[config.mk]
export PLATFORM = sky130hd
export DESIGN_NAME = vnu_div_cell
export DESIGN_NICKNAME = d
export VERILOG_FILES = /design/src/vnu_pkg.sv /design/src/vnu_div_cell.sv
export SDC_FILE = /design/constraint.sdc
export NUM_CORES = 1
export LEC_CHECK = 0
export BUFFER_PORTS_ARGS = -buffer_cell sky130_fd_sc_hd__buf_2
export CAP_MARGIN = 10
export CORE_AREA = 2 2 235 260
export DETAILED_ROUTE_END_ITERATION = 8
export DIE_AREA = 0 0 237 262
export SLEW_MARGIN = 10
export SYNTH_ARGS = -nofsm -noshare
export SYNTH_HDL_FRONTEND = slang
export SYNTH_SLANG_ARGS = --single-unit
[constraint.sdc]
create_clock -name i_clk -period 4.1 [get_ports i_clk]
set_input_delay 0.82 -clock i_clk [delete_from_list [all_inputs] [get_ports i_clk]]
set_output_delay 0.82 -clock i_clk [all_outputs]
set_load 0.1 [all_outputs]
[src/vnu_pkg.sv]
// types and constants of the vector normalize unit
`timescale 1ns / 1ps
package vnu_pkg;
    localparam int DEF_OUT_FRAC_BITS = 14;
    localparam int COMP_W = 32;
    localparam int SQ_W   = 64;
    localparam int ROOT_W = 32;
    localparam int UNIT_W = 16;
    localparam int THR_W  = 16;
    localparam int Q_W    = 17;

    typedef struct packed {
        logic [SQ_W-1:0]             rem;
        logic [ROOT_W-1:0]           root;
        logic [2:0][COMP_W-1:0]      mag;
        logic [2:0]                  neg;
    } t_sqrt_data;

    typedef struct packed {
        logic [2:0][SQ_W-1:0]        rem;
        logic [2:0][Q_W-1:0]         quo;
        logic [2:0]                  ovf;
        logic [2:0]                  neg;
        logic [ROOT_W-1:0]           norm;
        logic                        too_small;
    } t_div_data;

    typedef struct packed {
        logic signed [UNIT_W-1:0]    x_unit;
        logic signed [UNIT_W-1:0]    y_unit;
        logic signed [UNIT_W-1:0]    z_unit;
        logic [ROOT_W-1:0]           magnitude;
        logic                        too_small;
    } t_result;
endpackage

[src/vnu_div_cell.sv]
// one quotient bit of the three divider lanes
`timescale 1ns / 1ps
module vnu_div_cell #(
    parameter int BIT = 0
) (
    input  logic                 i_clk,
    input  logic                 i_en,
    input  vnu_pkg::t_div_data   i_data,
    output vnu_pkg::t_div_data   o_data
);
    vnu_pkg::t_div_data r_data, n_data;
    logic [vnu_pkg::SQ_W-1:0] dsh;

    always_comb begin
        dsh = {{(vnu_pkg::SQ_W-vnu_pkg::ROOT_W){1'b0}}, i_data.norm} << BIT;
        n_data = i_data;
        for (int l = 0; l < 3; l++) begin
            if (i_data.rem[l] >= dsh) begin
                n_data.rem[l] = i_data.rem[l] - dsh;
                n_data.quo[l] = i_data.quo[l] | ({{(vnu_pkg::Q_W-1){1'b0}}, 1'b1} << BIT);
            end
        end
    end

    always_ff @(posedge i_clk) begin
        if (i_en) begin
            r_data <= n_data;
        end
    end

    assign o_data = r_data;
endmodule

After elaboration in Yosys (flattened, before gate mapping)
Index checks and enable logic that the tools add are counted.
{ "totals": {"reg_bits": 282, "latchBits": 0, "mem_bits_rw": 0, "romBits": 0, "inputBits": 284, "output_inout_bits": 282, "mem_count": 0} }
{ "op_classes": {"n_addsub": 3, "multipliers": 0, "div_mod_pow": 0, "order_cmp": 3, "eq_ne": 0, "n_shift": 0, "n_mux": 3, "bitwise_logic": 0, "n_reduce_logical": 0} }
{ "op_table": {"columns": ["op", "count"], "rows": [
  ["greater-or-equal comparator 64 x 32 -> 1 bit", 3],
  ["2-to-1 mux 64 bit", 3],
  ["subtractor 64 x 32 -> 64 bit", 3]
]} }

Depth between registers and ports, before layout
{ "logic_depth": {"ltp_word": 2, "ltp_mapped": 15} }

Worst setup path after synthesis
No wires, ideal clock.
{ "synth_path": {"kind": "input-to-reg", "start": "input port i_data[90] (netlist bit)", "end": "register r_data, in the netlist o_data[132], data pin", "arrival_time_ns": 3.557, "required_ns": 3.834, "path_slack_ns": 0.277, "stages": 13, "path_buffers": 1, "cell_sequence": "inv_1 > ha_1 > fa_1 > nand2b_1 > a21oi_1 > a211oi_1 > a211o_1 > nand2_1 > o21ai_0 > o41ai_1 > clkbuf_1 > nor3_1 > xor2_1"} }
{ "synth_rtl": {"columns": ["element", "line", "rtl"], "rows": [
  ["start, declared", "vnu_div_cell.sv:8", "input vnu_pkg::t_div_data i_data,"],
  ["end signal, assigned", "vnu_div_cell.sv:27", "r_data <= n_data;"],
  ["end, declared", "vnu_div_cell.sv:11", "vnu_pkg::t_div_data r_data, n_data;"]
]} }

==> summary.txt <==
Drt
  – Post-Route WL: 69200 um
  – DR vias: 16700
  – Number of detailed-route iterations in the first pass: 6
  – DRC violations left: 0
  – Detailed-route wire length per cell: approximately 21 um
  – Number of routed nets with antenna violations: 0
  – DR iter-0 viols: approximately 1200
  – Vias per cell: 5.16

Power and ir drop
  – Leakage power figure: 10.0 nW
  – Power, Total: 11.1 mW
  – Max VDD drop: 0.364 mV
  – PD cells: 470 mW/mm2

Clock network
  – Hold buffer count at CTS: 0
  – Maximum clock path buffer count: 3
  – Total CTS buffers: 36
  – Root buffer cell: sky130_fd_sc_hd__clkbuf_16
  – CTS HTree Levels: 2
  – Clock tree from TritonCTS: done
  – Postcts setup bufs: 0
  – Clock Sink Count: 282
  – Clock transition at the register clock pins on the worst setup and hold paths after CTS: 0.06 ns
  – Cells resized by post-CTS repair: 0

Final layout
  – Number of flip-flops under the largest register name: 282
  – Number of inserted filler cells in the final layout: 5890
  – Net count, final: 2810
  – Area added between synthesis and finish: 33.2%
  – Fraction of layout instances using a drive strength above 1: 0.332
  – Number of standard cells in the final layout excluding fillers: 3233

Synthesis
  – Number of nets in the synthesized netlist: roughly 2100
  – Part of the Yosys area used for sequential elements: 0.478
  – Post-synthesis instance area: 0.0177 mm2
  – Ys flop type: sky130_fd_sc_hd__edfxtp_1
  – Distinct cell type count of the synthesized netlist: 72
  – Mean post-synth cell area: 10.2 um2
  – Asr flop ratio synth: 0
  – Flops & latches, synth: 282
  – Cells after Synth: 1742
  – Count of yosys warnings during synthesis: 0
  – EDFF count, synth: 282

Placement
  – Count of buffers inserted at the top-level ports: 565
  – Placed wire-length estimate after detailed placement: around 57000 um
  – Routability Congestion: approximately 0.91
  – Number of placed instances, taps included: 3157
  – Placement-stage worst setup slack: -0.260 ns

Critical path
  – Biggest fanout along the worst timing path: 6
  – CP startpoint kind: input pin
  – CP endpoint kind: flop
  – Critical path data arrival time: 4.12 ns
  – Endpoint required time on the critical path: 4.40 ns
  – Setup Crit Path Kind: in -> reg

Min path
  – Kind of path behind the tightest hold check: in -> reg
  – Worst hold path startpoint: i_data[48]
  – Hold path endpoint: o_data[48]$_DFFE_PP_
  – Worst Hold Depth: 1

Outcome
  – Status: finished, final reports clean

Floorplan
  – Starting Density: 0.298
  – I/O pin cnt: 566
  – Floorplan core area: about 0.06 mm2
  – Number of placement rows: 94
  – Height of the die: approximately 260 um
  – Horizontal die dimension: 237 um
  – Die Outline Area: 0.0621 mm2

Run
  – Maximum Capacitance Violations: 0

Timing
  – Worst slew margin relative to its limit: 0.402
  – Final setup violation count: 0
  – Setup WS post-layout: 0.286 ns
  – Transition at the pin with the smallest max-transition slack: between 0.8 and 0.9 ns
  – Final Max Slew Viols: 0
  – Final Critical Period: 3.81 ns
  – F_max: 262 MHz
  – Share of the clock period used by the worst path after layout: 0.930
  – Hold Worst Slack: ~0.44 ns
  – Setup TNS after final layout: 0 ns
  – Number of hold violations in the final report: 0
  – RSZ-0062 raised after global routing: false

Global routing
  – Global-route wire length before repair: ~100000 um
  – GRT overflow: 0
  – Antenna violations before repair: 15
  – Total global-route track usage: 0.210
  – Pin count of the biggest net entering global routing: 101
  – Via count of the first global-routing pass: 16400
==> layer usage <==
layer,share of wire,wire (um),track usage,vias to the layer above
met5,0.00061,42,0,-
met4,0.033,2260,0.0777,6
met3,0.065,4500,0.0397,135
met2,0.51,35100,0.381,693
met1,0.39,27300,0.246,7930
li1,-,-,-,7904
==> final cells by class <==
type | count | area (um2) | share of cell area
flip-flops and latches | 282 | 8470 | 0.359
well taps | 768 | 961 | 0.0407
clock inverters | 25 | 238 | 0.0101
clock buffers | 40 | 916 | 0.0388
multi-input cells | 1329 | 8730 | 0.370
inverters | 60 | 225 | 0.00954
repair buffers | 718 | 4040 | 0.171
diodes | 11 | 27.5 | 0.00117
==> worst max-delay path by stage <==
| stage | start | to | slack, ns | cells past startpoint |
|---|---|---|---|---|
| floorplan | i_data[90] | o_data[132]$_DFFE_PP_ | 0.28 | 13 |
| global placement | i_data[24] | o_data[215]$_DFFE_PP_ | -0.21 | 15 |
| detailed placement | i_data[30] | o_data[206]$_DFFE_PP_ | -0.26 | 13 |
| CTS | i_data[30] | o_data[206]$_DFFE_PP_ | 0.35 | 13 |
| global route | i_data[24] | o_data[215]$_DFFE_PP_ | 0.16 | 15 |
| finish | i_data[23] | o_data[215]$_DFFE_PP_ | 0.29 | 15 |
==> logic make-up after synthesis <==
family,share of synthesized area
simple gates,0.177
compound gates,0.146
flops,0.478
xor+xnor,0.0895
buf+inv,0.0297
fa+ha+maj,0.0712
mux,0.00812
==> placed cells by master, fill, tap and decap left out, drive strengths merged, types with 8 or more instances in the layout <==
cell and instances:
buf 718, edfxtp 282, a21oi 163, nand2 145, nor2 138, xor2 98
ha 96, o21ai 92, xnor2 83, inv 60, nor3 52, a21o 47
nand3 41, nor4 41, clkbuf 40, nand4 33, or3 31, or4 23
and3 22, clkinv 20, nand2b 17, o21bai 17, and2 17, a31oi 14
o21a 13, or2 12, a211oi 12, diode 11, mux2 11, o211ai 10
nor2b 10, nand3b 10, a21boi 8, o31ai 8
==> metrics by stage <==
stage	utilization	cell area, um2
5_1_grt	0.397	23600
4_1_cts	0.397	23600
6_report	0.397	23600
3_3_place_gp	0.378	22400
3_5_place_dp	0.378	22400
2_1_floorplan	-	17700
==> cell usage after synthesis (all sizes together) (14+ instances only) <==
master,number,area share
and3,22,0.0078
nand3,41,0.012
nand2,145,0.031
inv,60,0.013
nor2,138,0.029
o21bai,17,0.0072
edfxtp,282,0.48
clkbuf,58,0.012
a31oi,14,0.0049
a21oi,163,0.046
a21o,47,0.020
ha,96,0.068
xor2,98,0.048
nor4,41,0.015
or4,23,0.010
and2,17,0.0060
or3,31,0.011
o21ai,92,0.026
xnor2,83,0.041
nor3,52,0.015
nand2b,17,0.0060
nand4,33,0.012
==> power by group <==
group	leakage (nW)	total [mW]	internal, mW	switching (mW)
Combinational	6.70	4.31	0.907	3.40
Sequential	2.76	3.67	3.57	0.0980
Clock	0.562	3.12	1.81	1.31
Total	10.0	11.1	6.29	4.80
==> worst max-delay path: stages <==
cell and delay [ns]:
sky130_fd_sc_hd__buf_2 0.10, sky130_fd_sc_hd__inv_1 0.18, sky130_fd_sc_hd__ha_1 0.37, sky130_fd_sc_hd__and4_1 0.24, sky130_fd_sc_hd__nand3_1 0.13, sky130_fd_sc_hd__nor4_1 0.76
sky130_fd_sc_hd__a21boi_0 0.26, sky130_fd_sc_hd__buf_4 0.16, sky130_fd_sc_hd__o31ai_1 0.10, sky130_fd_sc_hd__buf_4 0.17, sky130_fd_sc_hd__nand2_2 0.11, sky130_fd_sc_hd__nand2_1 0.08
sky130_fd_sc_hd__a2111oi_0 0.38, sky130_fd_sc_hd__buf_4 0.18, sky130_fd_sc_hd__xor2_1 0.05
No activity file was read; power rests on OpenSTA's default activity.
