===== config.mk =====
export PLATFORM = sky130hd
export DESIGN_NAME = vnu_sqrt_cell
export DESIGN_NICKNAME = d
export VERILOG_FILES = /design/src/vnu_pkg.sv /design/src/vnu_sqrt_cell.sv
export SDC_FILE = /design/constraint.sdc
export NUM_CORES = 1
export LEC_CHECK = 0
export ABC_AREA = 0
export BUFFER_PORTS_ARGS = -buffer_cell sky130_fd_sc_hd__buf_2
export CORE_AREA = 2 2 153 155
export DETAILED_ROUTE_END_ITERATION = 8
export DIE_AREA = 0 0 155 157
export PLACE_DENSITY = 0.69
export SLEW_MARGIN = 5
export SYNTH_ARGS = -nofsm -noshare
export SYNTH_HDL_FRONTEND = slang
export SYNTH_SLANG_ARGS = --single-unit

===== constraint.sdc =====
create_clock -name i_clk -period 4 [get_ports i_clk]
set_input_delay 0.8 -clock i_clk [delete_from_list [all_inputs] [get_ports i_clk]]
set_output_delay 0.8 -clock i_clk [all_outputs]
set_load 0.03 [all_outputs]

===== src/vnu_pkg.sv =====
// types and constants of the vector normalize unit
`timescale 1ns / 1ps
package vnu_pkg;
    localparam int DEF_OUT_FRAC_BITS = 14;
    localparam int COMP_W = 32;
    localparam int SQ_W   = 64;
    localparam int ROOT_W = 32;
    localparam int UNIT_W = 16;
    localparam int THR_W  = 16;
    localparam int Q_W    = 17;

    typedef struct packed {
        logic [SQ_W-1:0]             rem;
        logic [ROOT_W-1:0]           root;
        logic [2:0][COMP_W-1:0]      mag;
        logic [2:0]                  neg;
    } t_sqrt_data;

    typedef struct packed {
        logic [2:0][SQ_W-1:0]        rem;
        logic [2:0][Q_W-1:0]         quo;
        logic [2:0]                  ovf;
        logic [2:0]                  neg;
        logic [ROOT_W-1:0]           norm;
        logic                        too_small;
    } t_div_data;

    typedef struct packed {
        logic signed [UNIT_W-1:0]    x_unit;
        logic signed [UNIT_W-1:0]    y_unit;
        logic signed [UNIT_W-1:0]    z_unit;
        logic [ROOT_W-1:0]           magnitude;
        logic                        too_small;
    } t_result;
endpackage


===== src/vnu_sqrt_cell.sv =====
// one root bit of the square root chain
`timescale 1ns / 1ps
module vnu_sqrt_cell #(
    parameter int BIT = 0
) (
    input  logic                 i_clk,
    input  logic                 i_en,
    input  vnu_pkg::t_sqrt_data  i_data,
    output vnu_pkg::t_sqrt_data  o_data
);
    vnu_pkg::t_sqrt_data r_data, n_data;
    logic [vnu_pkg::SQ_W-1:0] trial;

    always_comb begin
        // (2r + 2^bit) * 2^bit, the growth of the square when this bit is set
        trial = ({{(vnu_pkg::SQ_W-vnu_pkg::ROOT_W){1'b0}}, i_data.root} << (BIT + 1))
              + ({{(vnu_pkg::SQ_W-1){1'b0}}, 1'b1} << (2 * BIT));
        n_data = i_data;
        if (i_data.rem >= trial) begin
            n_data.rem  = i_data.rem - trial;
            n_data.root = i_data.root | ({{(vnu_pkg::ROOT_W-1){1'b0}}, 1'b1} << BIT);
        end
    end

    always_ff @(posedge i_clk) begin
        if (i_en) begin
            r_data <= n_data;
        end
    end

    assign o_data = r_data;
endmodule


# [Word-level counts from Yosys, hierarchy flattened]
# Index checks and enable logic that the tools add are counted.
# W data, S select, Z words.
[word_totals] reg_bits=195 out_inout_bits=195 wordCells=11
[classes] n_addsub=2 order_cmp=1 muxes=1
[ops] operator="$mux W96" count=1
[ops] operator="$ge A64 B34 Y1" count=1
[ops] operator="$sub A64 B34 Y64" count=1
[ops] operator="$add A33 B1 Y34 const B" count=1

# [Depth between registers and ports, before layout]
# Gate-level depths: netlist of the first run.
[logic_depth] word_depth=3 ltp_mapped=13

# [Worst setup path after synthesis of the first run]
# Ideal clock, no wire load.
[synth_timing] path_kind="input-to-reg" from="input i_data[177] in the netlist's numbering" to="register r_data, in the netlist o_data[184], data pin" setup_time_ns=0.266 arrival_time_ns=3.214 t_required_ns=3.734 path_slack_ns=0.520 cell_stages=11 path_buffers=3 path_cell_list="or4_1 or4b_1 buf_2 nand4bb_1 a31o_1 a221o_1 buf_2 nand4b_4 buf_6 nor3_1 xor2_1"
[synth_rtl] item="from (decl)" line="vnu_sqrt_cell.sv:8" rtl="input vnu_pkg::t_sqrt_data i_data,"
[synth_rtl] item="to (signal assigned)" line="vnu_sqrt_cell.sv:27" rtl="r_data <= n_data;"
[synth_rtl] item="to (decl)" line="vnu_sqrt_cell.sv:11" rtl="vnu_pkg::t_sqrt_data r_data, n_data;"

==> out/metrics.cfg, run 1 <==
[worst_setup_path]
worstPathCellList=buf_2 > inv_1 > ha_1 > a21oi_1 > o21ai_0 > a311oi_1 > a2111o_1 > or4b_2 > nand4b_4 > nor3_1 > xor2_1
cp_slowest_cell=or4b_2
cp_num_buf_inv=2
worstSetupEndpointType=flop
slowest_delay_ns=0.71
required_ns=4.17
critPathLaunchType=input pin
worstSetupPathType=input pin to flop
arrival_ns=3.49
crit_path_max_fanout=15
crit_family=simple AND/OR/NAND/NOR gates

[power_and_ir_drop]
pwr-share-seq=0.458
p_comb_frac=0.219
peakVddDrop_mv=0.270
switching_share=0.326
power.density_nw_per_um2=460
finalPower_mw=5.50
power.internal_mw=3.71
p_sw_mw=1.79
clkPwrFrac=0.322
p_leak_nw=5.11

[clocking]
h-tree-depth=4
clock-sinks=195
cts-root-buf=clkbuf_16
post-cts-setup-buffers=0
cts.path.max_buffers=2
ctsHoldBuffers=0
clkTransAtPathRegs_ns=0.08
cts_tree=built
cts_buffers=17
cts_resized=0

[global_route]
antenna_found_initial=2
grt_max_degree=89
grt_pass1_vias=6991
grt_use_total=0.214
grt_pass1_wl_um=39600
grt_overflow_total=0

[finish]
area_delta_synth_final_pct=32.9
largest_reg_flops=195
final_core_util=0.531
finalNonFillerCells=1405
num-nets-final=1336
drive_gt1_frac=0.402
fin_area_um2=11900

[sta]
fin_setup_tns_ns=0
period_needed_ns=3.32
tightest_slew_ns=0.772
hold_violations=0
drv_slew=0
rsz0062_at_grt=false
slew_headroom=0.486
setup_violations=0
fmax_ghz=0.301
period_share=0.830

[yosys]
synth-edff-count=195
yosysUniqueCellTypes=57
synthArstFlopShare=0
synth-main-ff-cell=edfxtp_1
yosysMostFrequentCell=edfxtp_1
synth_top_area_frac=0.652
synth_cells=700
ys_seq_area_frac=0.652
synthTopCellsByCount=edfxtp_1, a21oi_1, nor2_1
synth.largest_area_cell=edfxtp_1
avgSynthCellArea_um2=12.8
ys_top_cells_by_area=edfxtp_1, ha_1, a21oi_1
syn_area_um2=8980
syn_nets=931
ys_warn_count=0
ys_seq_elements=195

[floorplanning]
start_util=0.399
die_area_um2=24300
core.rowCount=55
core_area_um2=22500
die_h_um=157
die_w_um=155
pin_count=392

[placed_design]
io_buffers=391
gp_congestion=0.904
dpl.hpwl_um=21300
place_inst=1371
placed_cell_area_um2=11300

[routing]
first_iter_violations=447
ant_nets=0
drt_pass1_iterations=5
drcViolationCount=0
wl_per_cell_um=19.3
drt_wl_total_um=27200
routed_via_density=5.12
vias=7199

[worst_hold_path]
min_path_type=input pin to flop

[flow_run]
cap_viol_max_count=0

[outcome]
outcome=finished, final reports clean

[cells by family (layout without fill, tap and decap cells)]
group | Yosys count | after routing | share of synthesized area
and+or+nand+nor | 197 | 197 | 0.111
DFF | 195 | 195 | 0.652
AOI/OAI and AO/OA | 151 | 151 | 0.100
xor gates and xnor gates | 62 | 62 | 0.0604
buffers and inverters | 60 | 478 | 0.0276
adders and majority gates | 34 | 34 | 0.0482
muxes | 1 | 1 | 0.00125
other | 0 | 2 | 0
[power groups by stage]
stage	logic, mW	clock network, mW	registers [mW]
final	1.21	1.77	2.52
after global placement	1.19	0	2.56
after floorplan	0.334	0	2.97
after global routing	1.29	1.88	2.54
after detailed placement	1.20	0	2.57
after CTS	1.21	1.81	2.52
[placed cells by master, fill, tap and decap left out, types with 7 or more instances in the layout]
| cell | count |
|---|---|
| or4_1 | 8 |
| buf_2 | 390 |
| nor4_1 | 11 |
| or3_1 | 7 |
| xor2_1 | 36 |
| ha_1 | 33 |
| clkbuf_16 | 17 |
| nand4_1 | 11 |
| nor2_1 | 58 |
| buf_4 | 14 |
| a21o_1 | 7 |
| xnor2_1 | 26 |
| inv_1 | 40 |
| o21ai_0 | 35 |
| nand2_1 | 45 |
| nand3_1 | 12 |
| a21oi_1 | 69 |
| nor3_1 | 20 |
| edfxtp_1 | 195 |
[worst paths after layout]
path / start / to / depth (start not counted)
worst min-delay path: i_data[8] / o_data[8]$_DFFE_PP_ / 1
worst max-delay path: i_data[116] / o_data[172]$_DFFE_PP_ / 11
[routing by layer]
metal	track usage	part of all wire	vias up
li1	-	-	3426
met1	0.258	0.39	3417
met2	0.371	0.50	313
met3	0.0534	0.079	43
met4	0.0802	0.029	0
met5	0	0	-
[cell type report]
cell class / instances / area [µm²]
multi-input combinational: 445 / 2880
fill: 2010 / 10600
clock buffer: 18 / 429
antenna: 2 / 5.00
timing repair buffer: 406 / 2090
clock inverter: 14 / 175
inverter: 40 / 150
sequential: 195 / 5860
tap: 285 / 357
[stage by stage]
step | worst slack [ns] | hold WS [ns]
after floorplan | 0.520 | 0.899
after global placement | 0.309 | 0.977
after detailed placement | 0.222 | 0.978
after CTS | 0.678 | 0.514
after global routing | 0.395 | 0.511
final | 0.678 | 0.529
No activity file was read; power rests on OpenSTA's default activity.
==> run 2: changes to the inputs <==
--- a/config.mk
+++ b/config.mk
@@ -5,12 +5,12 @@
 export SDC_FILE = /design/constraint.sdc
 export NUM_CORES = 1
 export LEC_CHECK = 0
-export ABC_AREA = 0
+export ABC_AREA = 1
 export BUFFER_PORTS_ARGS = -buffer_cell sky130_fd_sc_hd__buf_2
-export CORE_AREA = 2 2 153 155
+export CORE_AREA = 2 2 154 186
 export DETAILED_ROUTE_END_ITERATION = 8
-export DIE_AREA = 0 0 155 157
-export PLACE_DENSITY = 0.69
+export DIE_AREA = 0 0 156 188
+export PLACE_DENSITY = 0.68
 export SLEW_MARGIN = 5
 export SYNTH_ARGS = -nofsm -noshare
 export SYNTH_HDL_FRONTEND = slang
==> constraint.sdc (replaced) <==
create_clock -name i_clk -period 2.9 [get_ports i_clk]
set_input_delay 0.58 -clock i_clk [delete_from_list [all_inputs] [get_ports i_clk]]
set_output_delay 0.58 -clock i_clk [all_outputs]
set_load 0.03 [all_outputs]
==> run 2 against run 1 <==
  * Worst setup slack worse by 0.17 ns
  * Critical endpoint is now o_data[188]$_DFFE_PP_
  * Cell count grew 43%
  * First-iteration DRC count rose by 33%
  * Largest cell class unchanged
  * Synthesized cell count up 75%
==> out/metrics.cfg, run 2 <==
[worst_setup_path]
worstPathCellList=buf_2 > inv_1 > ha_1 > nand2_1 > nor2_1 > inv_1 > nor2_1 > inv_1 > nor3_1 > nand2_1 > nand3_1 > a21oi_2
required_ns=3.10
arrival_ns=2.60
worstSetupEndpointType=flop
critPathLaunchType=input pin
crit_path_max_fanout=5
cp_slowest_cell=ha_1
cpMostUsedCell=inv_1
slowest_delay_ns=0.41
worstSetupPathType=input pin to flop

[yosys]
synthTopCellsByCount=nand2_1, inv_1, edfxtp_1
ys_seq_elements=195
syn_nets=1454
synth_cells=1223
synth-edff-count=195
synthArstFlopShare=0
synth.largest_area_cell=edfxtp_1
yosysUniqueCellTypes=32
ys_top_cells_by_area=edfxtp_1, nand2_1, inv_1
synth-main-ff-cell=edfxtp_1
ys_seq_area_frac=0.541
avgSynthCellArea_um2=8.84
synth_top_area_frac=0.541
yosysMostFrequentCell=nand2_1
syn_area_um2=10800
ys_warn_count=0

[routing]
routed_via_density=4.81
wl_per_cell_um=18.8
first_iter_violations=593
vias=9643
drt_pass1_iterations=5
drcViolationCount=0
ant_nets=0
drt_wl_total_um=37700

[clocking]
cts_tree=built
post-cts-setup-buffers=0
cts-root-buf=clkbuf_16
cts.path.max_buffers=2
clock-sinks=195
h-tree-depth=4
cts_resized=0
clkTransAtPathRegs_ns=0.08
ctsHoldBuffers=0
cts_buffers=17

[global_route]
grt_pass1_wl_um=54600
antenna_found_initial=4
grt_pass1_vias=9554
grt_max_degree=52
grt_overflow_total=0
grt_use_total=0.253

[power_and_ir_drop]
p_leak_nw=6.79
peakVddDrop_mv=0.365
power.density_nw_per_um2=561

[floorplanning]
die_w_um=156
pin_count=392
die_area_um2=29300
core.rowCount=67
core_area_um2=27600
start_util=0.392
die_h_um=188

[finish]
largest_reg_flops=195
num-nets-final=1875
finalNonFillerCells=2005
final_common_cell=nand2_1
area_delta_synth_final_pct=28.7
drive_gt1_frac=0.325
layout_common_cells=nand2_1, buf_2, inv_1, edfxtp_1, nor2_1

[sta]
hold_violations=0
tightest_slew_ns=0.492
fmax_ghz=0.417
setup_violations=0
rsz0062_at_grt=false
drv_slew=0
period_share=0.826
slew_headroom=0.672
fin_setup_tns_ns=0
period_needed_ns=2.40

[placed_design]
gp_congestion=0.996
dpl.hpwl_um=31100
io_buffers=391
place_inst=1970

[flow_run]
cap_viol_max_count=0

[worst_hold_path]
hold_path_depth=1
min_path_type=input pin to flop

[outcome]
outcome=finished, final reports clean

-- run 2: cells by family after synthesis --
kind of cell | count (synthesis) | synth area share
and+or+nand+nor | 652 | 0.248
adders and majority gates | 34 | 0.0400
DFF | 195 | 0.541
buffers and inverters | 230 | 0.0884
xor gates and xnor gates | 30 | 0.0243
AOI/OAI and AO/OA | 82 | 0.0576
-- run 2: layout make-up --
cell class,instances,area (µm²)
fillers,2630,13700
diodes,3,7.51
multi-input cells,798,4010
well taps,345,432
clock buffers,18,429
inverters,220,826
repair buffers,412,2200
flip-flops and latches,195,5860
clock inverters,14,165
-- run 2: stage by stage --
step	utilization	hold WS [ns]	power [mW]	setup WS [ns]	area, µm²
floorplan	-	0.679	4.69	0.415	10800
global placement	0.483	0.756	5.43	-0.0405	13300
detailed placement	0.483	0.758	5.44	0.119	13300
CTS	0.504	0.294	7.86	0.547	13900
global route	0.505	0.284	8.12	0.361	13900
finish	0.505	0.309	7.80	0.504	13900
-- run 2: final timing paths --
| check | from | endpoint | slack [ns] |
|---|---|---|---|
| max | i_data[130] | o_data[188]$_DFFE_PP_ | 0.50 |
| min | i_data[50] | o_data[50]$_DFFE_PP_ | 0.31 |
-- run 2: critical path, delay by kind of cell --
| kind | cells | cell delay [ns] |
|---|---|---|
| AO/OA/AOI/OAI | 1 | 0.06 |
| adder cells (fa/ha/maj) | 1 | 0.41 |
| buffers and inverters | 4 | 0.35 |
| AND/OR/NAND/NOR | 6 | 1.19 |
-- run 2: layer usage --
layer | up-vias | routed length, µm | global-route usage
met2 | 375 | 19100 | 0.447
li1 | 4722 | - | -
met3 | 76 | 2470 | 0.0552
met5 | - | 0 | 0
met4 | 0 | 1810 | 0.124
met1 | 4470 | 14300 | 0.287
-- run 2: report_power, final --
part | switching, mW | internal [mW] | leakage [nW]
registers | 0.0715 | 3.41 | 1.91
clock network | 1.19 | 1.24 | 0.293
logic | 1.33 | 0.560 | 4.58
==> run 3: changes to the inputs <==
==> constraint.sdc (replaced) <==
create_clock -name i_clk -period 2.2 [get_ports i_clk]
set_input_delay 0.44 -clock i_clk [delete_from_list [all_inputs] [get_ports i_clk]]
set_output_delay 0.44 -clock i_clk [all_outputs]
set_load 0.03 [all_outputs]
==> run 3 against run 2 <==
  * Critical path depth up 1
  * Flip-flop and latch count is the same
  * Sequential power up 32%
  * Worst setup slack got worse by 0.41 ns
  * Final area rose by 11%
  * First-iteration DRC count decreased by 8.9%
  * Combinational power grew 50%
  * Worst hold slack worse by 0.15 ns
  * Routed wire length grew 2.3%
  * Critical path type unchanged
  * Critical endpoint is now o_data[150]$_DFFE_PP_
  * Largest power group unchanged
  * Highest routed layer is now met5
==> out/metrics.cfg, run 3 (same netlist as run 2, synthesis figures left out) <==
[sta]
setup_violations=0
hold_violations=0
tightest_slew_ns=0.396
slew_headroom=0.733
fmax_ghz=0.474
post-route-worst-setup-slack_ns=0.0904
drv_slew=0
whs_ns=0.159
fin_setup_tns_ns=0
period_share=0.959
period_needed_ns=2.11

[finish]
final_common_cell=nand2_1
area_delta_synth_final_pct=42.2
finalNonFillerCells=2180
largest_reg_flops=195
num-nets-final=2052
layout_common_cells=nand2_1, buf_2, inv_1, edfxtp_1, buf_4
drive_gt1_frac=0.399

[placed_design]
io_buffers=391
dpl.hpwl_um=32000
dp_slack_ns=-0.425
place_inst=2143
gp_congestion=0.988

[floorplanning]
die_w_um=156
die_area_um2=29300
core.rowCount=67
core_area_um2=27600
start_util=0.392
die_h_um=188
pin_count=392

[power_and_ir_drop]
finalPower_mw=10.6
peakVddDrop_mv=0.467
power.density_nw_per_um2=691
p_leak_nw=7.67

[worst_setup_path]
required_ns=2.40
crit_path_max_fanout=20
worstSetupEndpointType=flop
critPathLaunchType=input pin
cp_slowest_cell=ha_1
worstSetupPathType=input pin to flop
slowest_delay_ns=0.33
worstPathCellList=buf_2 > inv_1 > ha_1 > a21oi_1 > buf_4 > o21a_1 > nand2_1 > a21oi_1 > nand2_2 > a21oi_4 > buf_12 > buf_12 > o21ai_2
arrival_ns=2.31

[flow_run]
cap_viol_max_count=0

[clocking]
cts-root-buf=clkbuf_16
cts_buffers=17
clock-sinks=195
h-tree-depth=4
cts_tree=built
clkTransAtPathRegs_ns=0.08
cts.path.max_buffers=2

[routing]
wl_per_cell_um=17.7
dr.max_layer_used=met5
routed_via_density=4.66
ant_nets=0
met3_length_um=2990
met1Wirelength_um=14300
met2_wirelength_um=20000
vias=10200
drcViolationCount=0
drt_wl_total_um=38500
drt_pass1_iterations=5
first_iter_violations=540

[global_route]
grt_overflow_total=0
grt_use_total=0.256
grt_max_degree=62
antenna_found_initial=2
grt_pass1_vias=9957
grt_pass1_wl_um=55800

[worst_hold_path]
min_path_type=input pin to flop

[outcome]
outcome=finished, final reports clean

==> run 3: cell types whose count changed in the layout (fill, tap and decap cells not counted), moves of 3 or more <==
cell,before,now
nand2_1,423,420
nand2_2,27,30
buf_4,15,189
ha_4,0,4
ha_1,33,29
==> run 3: final cells by class <==
class	instances	area [µm²]
Fill cell	2580	12200
Sequential cell	195	5860
Multi-Input combinational cell	798	4090
Timing Repair Buffer	589	3580
Inverter	220	826
Tap cell	345	432
Clock buffer	17	425
Clock inverter	15	169
Antenna cell	1	2.50
==> run 3: repair_timing <==
item                       4_1_cts  5_1_grt
hold buffers                     0        0
setup buffers                    0        2
setup endpoints to repair        0       54
gates resized for setup          0       11
==> run 3: worst max-delay path: cells and delay by family <==
family,cells,cell delay [ns]
buffers and inverters,5,0.62
adders and majority gates,1,0.33
and+or+nand+nor,2,0.18
AOI/OAI and AO/OA,5,0.73
==> run 3: worst paths after layout <==
path / from / end / slack (ns) / depth (start not counted)
worst max-delay path: i_data[127] / o_data[150]$_DFFE_PP_ / 0.09 / 13
worst min-delay path: i_data[67] / o_data[67]$_DFFE_PP_ / 0.16 / 1
==> run 3: power by group <==
group          internal (mW)  switching, mW
clock                   1.55           1.65
sequential              4.50          0.100
combinational           1.02           1.82
total                   7.07           3.56
==> run 3: stage by stage <==
stage | util | area [µm²]
5_1_grt | 0.558 | 15400
3_5_place_dp | 0.531 | 14600
4_1_cts | 0.553 | 15200
3_3_place_gp | 0.531 | 14600
2_1_floorplan | - | 10900
6_report | 0.558 | 15400
==> run 3: per-layer routing <==
layer  track usage  vias to the layer above
li1              -                     5086
met1         0.279                     4658
met2         0.469                      351
met3        0.0709                       60
met4        0.0977                        2
met5             0                        -
